--- src/design/tcw_pkg.sv ---
// Shared types and constants for the text console character writer.
// Word layouts of the stream ports, operation and control codes, defaults.
// No dependencies.
package tcw_pkg;

    localparam int COLUMNS_DEF = 80;
    localparam int ROWS_DEF    = 25;

    localparam int IN_W   = 40;
    localparam int OUT_W  = 40;
    localparam int FUNC_W = 2;
    localparam int ATTR_W = 8;
    localparam int CELL_W = 16;

    localparam logic [ATTR_W-1:0] RESET_ATTR = 8'd7;
    localparam logic [7:0]        BLANK_CHAR = 8'h20;
    localparam logic [CELL_W-1:0] INIT_CELL  = 16'h0020;

    localparam logic [7:0] CH_NL  = 8'd10;
    localparam logic [7:0] CH_CR  = 8'd13;
    localparam logic [7:0] CH_TAB = 8'd9;
    localparam logic [7:0] CH_BS  = 8'd8;

    localparam logic [FUNC_W-1:0] FUNC_PUT   = 2'd0;
    localparam logic [FUNC_W-1:0] FUNC_SET   = 2'd1;
    localparam logic [FUNC_W-1:0] FUNC_CLEAR = 2'd2;
    localparam logic [FUNC_W-1:0] FUNC_READ  = 2'd3;

    typedef struct packed {
        logic              pad;
        logic [10:0]       cell_index;
        logic signed [9:0] cursor_y;
        logic signed [9:0] cursor_x;
        logic [7:0]        char_code;
    } in_word_t;

    typedef struct packed {
        logic              scrolled;
        logic [CELL_W-1:0] cell_data;
        logic [6:0]        cursor_col;
        logic [4:0]        cursor_row;
        logic [10:0]       cursor_position;
    } out_word_t;

endpackage

--- src/design/tcw_ctrl.sv ---
// Console sequencer: cursor state, operation decode, scroll/clear/init sweeps
// over the cell store, and the result output register. Uses tcw_pkg.
module tcw_ctrl #(
    parameter int COLUMNS = tcw_pkg::COLUMNS_DEF,
    parameter int ROWS    = tcw_pkg::ROWS_DEF,
    parameter int ADDR_W  = $clog2(COLUMNS * ROWS)
) (
    input  logic                        clk,
    input  logic                        rst_n,
    input  logic                        s_tvalid,
    output logic                        s_tready,
    input  logic [tcw_pkg::IN_W-1:0]    s_tdata,
    input  logic [tcw_pkg::FUNC_W-1:0]  s_tuser,
    output logic                        m_tvalid,
    input  logic                        m_tready,
    output logic [tcw_pkg::OUT_W-1:0]   m_tdata,
    input  logic [tcw_pkg::ATTR_W-1:0]  attr,
    output logic                        mem_wr_en,
    output logic [ADDR_W-1:0]           mem_wr_addr,
    output logic [tcw_pkg::CELL_W-1:0]  mem_wr_data,
    output logic                        mem_rd_en,
    output logic [ADDR_W-1:0]           mem_rd_addr,
    input  logic [tcw_pkg::CELL_W-1:0]  mem_rd_data
);
    import tcw_pkg::*;

    localparam int CELLS = COLUMNS * ROWS;
    localparam int CW    = $clog2(COLUMNS);
    localparam int CXW   = $clog2(COLUMNS + 4);
    localparam int RW    = $clog2(ROWS);
    localparam int RXW   = $clog2(ROWS + 1);
    localparam int SW    = $clog2(CELLS + 1);

    localparam logic [2:0] ST_INIT   = 3'd0;
    localparam logic [2:0] ST_IDLE   = 3'd1;
    localparam logic [2:0] ST_READ   = 3'd2;
    localparam logic [2:0] ST_SCROLL = 3'd3;
    localparam logic [2:0] ST_FILL   = 3'd4;
    localparam logic [2:0] ST_DONE   = 3'd5;

    logic [2:0]        state_reg, state_next;
    logic [RW-1:0]     row_reg, row_next;
    logic [CW-1:0]     col_reg, col_next;
    logic [SW-1:0]     src_reg, src_next;
    logic [ADDR_W-1:0] dst_reg, dst_next;
    logic              pend_reg, pend_next;
    logic              scr_reg, scr_next;
    logic [CELL_W-1:0] cell_reg, cell_next;
    logic              m_tvalid_reg, m_tvalid_next;
    logic [OUT_W-1:0]  m_tdata_reg, m_tdata_next;

    in_word_t            in_w;
    out_word_t           out_w;
    logic                accept;
    logic [CELL_W-1:0]   blank;
    logic [CXW-1:0]      put_col;
    logic [RXW-1:0]      put_row;
    logic                put_we;
    logic [CW-1:0]       put_wcol;
    logic [CELL_W-1:0]   put_data;
    logic                put_scroll;
    logic [ADDR_W-1:0]   row_base;
    logic [ADDR_W-1:0]   pos;
    logic [ADDR_W+10:0]  pos_w;
    logic [RW+4:0]       row_w;
    logic [CW+6:0]       col_w;
    logic [ADDR_W+10:0]  idx_w;
    logic                idx_ok;
    logic                src_live;
    logic [CW-1:0]       set_col;
    logic [RW-1:0]       set_row;

    assign in_w     = in_word_t'(s_tdata);
    assign s_tready = (state_reg == ST_IDLE);
    assign accept   = s_tvalid && s_tready;
    assign blank    = {attr, BLANK_CHAR};
    assign row_base = ADDR_W'(row_reg) * ADDR_W'(COLUMNS);
    assign pos      = row_base + ADDR_W'(col_reg);
    assign pos_w    = {11'd0, pos};
    assign row_w    = {5'd0, row_reg};
    assign col_w    = {7'd0, col_reg};
    assign idx_w    = {ADDR_W'(0), in_w.cell_index};
    assign idx_ok   = idx_w < (ADDR_W + 11)'(CELLS);
    assign src_live = src_reg < SW'(CELLS);

    always_comb
    begin
        put_col  = CXW'(col_reg);
        put_row  = RXW'(row_reg);
        put_we   = 1'b0;
        put_wcol = col_reg;
        put_data = {attr, in_w.char_code};
        case (in_w.char_code)
            CH_NL:
            begin
                put_col = '0;
                put_row = RXW'(row_reg) + RXW'(1);
            end
            CH_CR:
            begin
                put_col = '0;
            end
            CH_TAB:
            begin
                put_col = (CXW'(col_reg) + CXW'(4)) & ~CXW'(3);
            end
            CH_BS:
            begin
                if (col_reg != '0)
                begin
                    put_col  = CXW'(col_reg) - CXW'(1);
                    put_wcol = col_reg - CW'(1);
                end
                put_we   = 1'b1;
                put_data = blank;
            end
            default:
            begin
                put_we  = 1'b1;
                put_col = CXW'(col_reg) + CXW'(1);
            end
        endcase
        if (put_col >= CXW'(COLUMNS))
        begin
            put_col = '0;
            put_row = put_row + RXW'(1);
        end
        put_scroll = (put_row >= RXW'(ROWS));
        if (put_scroll)
        begin
            put_row = RXW'(ROWS - 1);
        end
    end

    always_comb
    begin
        if (in_w.cursor_x[9])
        begin
            set_col = '0;
        end
        else if ({1'b0, in_w.cursor_x[8:0]} >= 10'(COLUMNS))
        begin
            set_col = CW'(COLUMNS - 1);
        end
        else
        begin
            set_col = CW'(in_w.cursor_x[8:0]);
        end
        if (in_w.cursor_y[9])
        begin
            set_row = '0;
        end
        else if (in_w.cursor_y[8:0] >= 9'(ROWS))
        begin
            set_row = RW'(ROWS - 1);
        end
        else
        begin
            set_row = RW'(in_w.cursor_y[8:0]);
        end
    end

    always_comb
    begin
        out_w.scrolled        = scr_reg;
        out_w.cell_data       = cell_reg;
        out_w.cursor_col      = col_w[6:0];
        out_w.cursor_row      = row_w[4:0];
        out_w.cursor_position = pos_w[10:0];
    end

    always_comb
    begin
        state_next    = state_reg;
        row_next      = row_reg;
        col_next      = col_reg;
        src_next      = src_reg;
        dst_next      = dst_reg;
        pend_next     = pend_reg;
        scr_next      = scr_reg;
        cell_next     = cell_reg;
        m_tvalid_next = m_tvalid_reg && !m_tready;
        m_tdata_next  = m_tdata_reg;
        mem_wr_en     = 1'b0;
        mem_wr_addr   = dst_reg;
        mem_wr_data   = blank;
        mem_rd_en     = 1'b0;
        mem_rd_addr   = src_reg[ADDR_W-1:0];

        case (state_reg)
            ST_INIT:
            begin
                mem_wr_en   = 1'b1;
                mem_wr_data = INIT_CELL;
                dst_next    = dst_reg + ADDR_W'(1);
                if (dst_reg == ADDR_W'(CELLS - 1))
                begin
                    dst_next   = '0;
                    state_next = ST_IDLE;
                end
            end
            ST_IDLE:
            begin
                if (accept)
                begin
                    scr_next   = 1'b0;
                    cell_next  = '0;
                    state_next = ST_DONE;
                    case (s_tuser)
                        FUNC_PUT:
                        begin
                            mem_wr_en   = put_we;
                            mem_wr_addr = row_base + ADDR_W'(put_wcol);
                            mem_wr_data = put_data;
                            col_next    = CW'(put_col);
                            row_next    = RW'(put_row);
                            if (put_scroll)
                            begin
                                scr_next   = 1'b1;
                                src_next   = SW'(COLUMNS);
                                dst_next   = '0;
                                pend_next  = 1'b0;
                                state_next = ST_SCROLL;
                            end
                        end
                        FUNC_SET:
                        begin
                            col_next = set_col;
                            row_next = set_row;
                        end
                        FUNC_CLEAR:
                        begin
                            col_next   = '0;
                            row_next   = '0;
                            dst_next   = '0;
                            state_next = ST_FILL;
                        end
                        default:
                        begin
                            if (idx_ok)
                            begin
                                mem_rd_en   = 1'b1;
                                mem_rd_addr = idx_w[ADDR_W-1:0];
                                state_next  = ST_READ;
                            end
                        end
                    endcase
                end
            end
            ST_READ:
            begin
                cell_next  = mem_rd_data;
                state_next = ST_DONE;
            end
            ST_SCROLL:
            begin
                mem_rd_en = src_live;
                pend_next = src_live;
                if (src_live)
                begin
                    src_next = src_reg + SW'(1);
                end
                if (pend_reg)
                begin
                    mem_wr_en   = 1'b1;
                    mem_wr_data = mem_rd_data;
                    dst_next    = dst_reg + ADDR_W'(1);
                end
                if (!src_live && !pend_reg)
                begin
                    state_next = ST_FILL;
                end
            end
            ST_FILL:
            begin
                mem_wr_en = 1'b1;
                dst_next  = dst_reg + ADDR_W'(1);
                if (dst_reg == ADDR_W'(CELLS - 1))
                begin
                    state_next = ST_DONE;
                end
            end
            ST_DONE:
            begin
                if (!m_tvalid_reg || m_tready)
                begin
                    m_tvalid_next = 1'b1;
                    m_tdata_next  = out_w;
                    state_next    = ST_IDLE;
                end
            end
            default:
            begin
                state_next = ST_IDLE;
            end
        endcase
    end

    always_ff @(posedge clk or negedge rst_n)
    begin
        if (!rst_n)
        begin
            state_reg    <= ST_INIT;
            row_reg      <= '0;
            col_reg      <= '0;
            src_reg      <= '0;
            dst_reg      <= '0;
            pend_reg     <= 1'b0;
            m_tvalid_reg <= 1'b0;
        end
        else
        begin
            state_reg    <= state_next;
            row_reg      <= row_next;
            col_reg      <= col_next;
            src_reg      <= src_next;
            dst_reg      <= dst_next;
            pend_reg     <= pend_next;
            m_tvalid_reg <= m_tvalid_next;
        end
    end

    always_ff @(posedge clk)
    begin
        scr_reg     <= scr_next;
        cell_reg    <= cell_next;
        m_tdata_reg <= m_tdata_next;
    end

    assign m_tvalid = m_tvalid_reg;
    assign m_tdata  = m_tdata_reg;

endmodule

--- config.mk ---
export PLATFORM = sky130hd
export DESIGN_NAME = tcw_ctrl
export DESIGN_NICKNAME = d
export VERILOG_FILES = /design/src/design/tcw_pkg.sv /design/src/design/tcw_ctrl.sv
export SDC_FILE = /design/constraint.sdc
export NUM_CORES = 1
export LEC_CHECK = 0
export ABC_AREA = 1
export BUFFER_PORTS_ARGS = -buffer_cell sky130_fd_sc_hd__buf_2
export CAP_MARGIN = 5
export CORE_ASPECT_RATIO = 2
export CORE_MARGIN = 4
export CORE_UTILIZATION = 55
export DETAILED_ROUTE_END_ITERATION = 10
export HOLD_SLACK_MARGIN = 0.06
export PLACE_DENSITY = 0.8
export SYNTH_ARGS = -nofsm -noshare
export SYNTH_HDL_FRONTEND = slang
export SYNTH_SLANG_ARGS = --single-unit
--- constraint.sdc ---
create_clock -name clk -period 3.78 [get_ports clk]
set_input_delay 0.756 -clock clk [delete_from_list [all_inputs] [get_ports clk]]
set_output_delay 0.756 -clock clk [all_outputs]
set_load 0.03 [all_outputs]
==> out/metrics.yaml <==
die:
  die_w_um: 83.5
  start_util: 0.569
  ioPinCount: 152
  die_h_um: 159
  die_area_mm2: 0.0133
  placement_rows: 54
  core-area_mm2: 0.0110
timing:
  setup_tns_ns: -0.00962
  maxSlewViolCount: 0
  final-hold-violation-count: 0
  fin_crit_sh: 1.00
  worst_pin_slew_ns: 1.16
  post-route-min-period_ns: 3.79
  finalClockSkew_ns: 0.00931
  setup_violations: 1
  clock.fmax_mhz: 264
  relSlewSlack: 0.224
  whs_ns: 0.414
  worst_slack_ns: -0.00962
grt:
  antenna_found_initial: 0
  grt_pass1_vias: 5969
  grt_pass1_wl_um: 28100
  grt_overflow: 0
  grt_usage: 0.259
  grt_max_degree: 40
final_layout:
  synthToLayoutAreaGrowth_pct: 23.4
  final_core_util: 0.702
  drive_gt1_frac: 0.277
  nNetsFinal: 1058
  largest_reg_flops: 36
  finalNonFillerCells: 1105
  diodes: 0
cts:
  cts_tree: "built"
  cts.sinks: 92
  cts_hold_repair.buffers: 0
  path_clk_slew_ns: 0.07
  cts_buffers: 9
  clockBufferDepth: 2
  clock_latency_ns: 0.35
  htree_levels: 3
  clockRootBuffer: "clkbuf_16"
synthesis:
  avgSynthCellArea_um2: 7.96
  yosysTopAreaCellShare: 0.254
  synth_area_leader_cell: "edfxtp_1"
  synthFlopType: "edfxtp_1"
  netlist_area_mm2: 0.00626
  synth_seq_area_share: 0.410
  netlist_instances: 787
  yosys_warnings: 0
  synth_common_cells: "177 x nand2_1, 99 x inv_1, 75 x nor2_1"
  synth.area.top_cells: "edfxtp_1 25%, dfrtp_1 16%, nand2_1 11%"
  syn_nets: 885
  synth.distinct_cells: 49
  synthArstFlopShare: 0.424
  yosys.cell_count.top_type: "nand2_1"
  ys_seq_elements: 92
  synth_edf_count: 53
worst_setup_path:
  r2r_end: "dst_reg[8]"
  crit_chain: "buf_2 > nor2_1 > nand4_1 > nor2_2 > o21bai_1 > ha_2 > inv_2 > fa_2 > o22ai_4 > nand2_2 > xor2_1 > o21ai_1 > inv_1 > buf_6"
  slowest_delay_ns: 0.42
  worstPathArrival_ns: 3.03
  worst-path-stages: 14
  required_ns: 3.02
  critPathSlowestCell: "fa_2"
  crit_start: "s_tdata[1]"
  worstPathMaxFanout: 4
  crit_buf_inv: 4
  r2r_slack_ns: 0.86
  path_class: "primary input to output pin"
  worstSetupEndpoint: "mem_wr_addr[10]"
  critical_path.top_delay_family: "simple AND/OR/NAND/NOR gates"
  crit-reg2reg-launch: "col_reg[3]"
  critPathLaunchType: "primary input"
  r2r_cells: 18
  end_kind: "output pin"
drt:
  drc: 0
  via_per_inst: 5.54
  drt_wl_total_um: 18000
  drt_iter0_drc: 389
  wire_per_inst_um: 16.2
  via_count: 6126
  first_pass_iters: 5
  antenna_left: 0
hold_path:
  hp-start: "cell_reg[0]"
  hold_path.class: "flip-flop to flip-flop"
placement:
  dpl_worst_slack_ns: -0.0654
  hpwl_um: 14000
  gp_congestion: 0.978
  dp_cells: 1080
  io_buffers: 150
run_status:
  status: "finished with violations"
  failed_checks: "setup timing"
run:
  drv_cap: 0
pwr:
  p_per_area_mw_per_mm2: 405
  peakVddDrop_mv: 0.339
  p_leak_nw: 3.75
[per-layer routing]
metal	GRT usage	up-vias	wire [um]
li1	-	2956	-
met1	0.278	2816	6440
met2	0.496	293	9750
met3	0.0420	61	1180
met4	0.103	0	580
met5	0	-	0
[worst min-delay path by stage]
stage,endpoint,slack (ns),cells after the start
6_report,m_tdata[23],0.41,0
5_1_grt,m_tdata[23],0.42,0
4_1_cts,m_tdata[23],0.42,0
3_5_place_dp,m_tdata[30],0.41,0
3_3_place_gp,m_tdata[27],0.40,0
2_1_floorplan,m_tdata[23],0.40,0
[kinds of logic (layout without fill, tap and decap cells)]
| group | after synthesis | in the layout | share of synthesized area |
|---|---|---|---|
| AND/OR/NAND/NOR | 372 | 372 | 0.270 |
| buffers and inverters | 130 | 308 | 0.0857 |
| XOR/XNOR | 34 | 34 | 0.0476 |
| multiplexers | 5 | 5 | 0.00879 |
| AO/OA/AOI/OAI | 126 | 126 | 0.118 |
| adder cells (fa/ha/maj) | 28 | 28 | 0.0595 |
| flip-flops | 92 | 92 | 0.410 |
[layout by cell type (no fill, tap or decap), drive strengths merged]
master / instances
o21bai: 1
xnor2: 10
a31oi: 3
a2bb2oi: 1
o21ai: 76
xor2: 24
o22ai: 4
clkinv: 5
a311oi: 2
o31ai: 3
o2111ai: 1
nand2: 187
edfxtp: 53
nor3: 17
a21oi: 23
nor4: 4
nand4: 16
o211ai: 3
a211oi: 1
dfrtp: 39
or2: 1
buf: 183
nor2: 90
mux2i: 1
fa: 3
ha: 25
inv: 111
a2111oi: 1
o311a: 1
o211a: 1
o32ai: 1
clkbuf: 9
nand3b: 7
a22oi: 4
mux2: 4
nand3: 50
[area by class of cell]
cell class	instances	area, um^2
clock buffer	9	225
clock inverter	7	81.3
fill	927	3280
inverter	109	414
multi-input combinational	565	3240
sequential	92	2570
tap	140	175
timing repair buffer	183	1030
[power by group]
group | switching (mW) | internal [mW]
sequential | 0.0824 | 1.13
combinational | 0.643 | 0.356
clock | 0.445 | 0.472
[what timing repair did]
action / in CTS / in global routing
pin swaps: 1 / 10
buffers inserted: 0 / 9
endpoints found under the setup margin: 3 / 5
gates resized for setup: 9 / 22
[through the flow]
stage,total power [mW],cell area (um^2)
2_1_floorplan,1.87,6260
3_3_place_gp,2.14,7250
4_1_cts,3.08,7590
6_report,3.13,7730
5_1_grt,3.27,7730
3_5_place_dp,2.17,7250
Note: power is estimated with default switching activity, not from simulation.
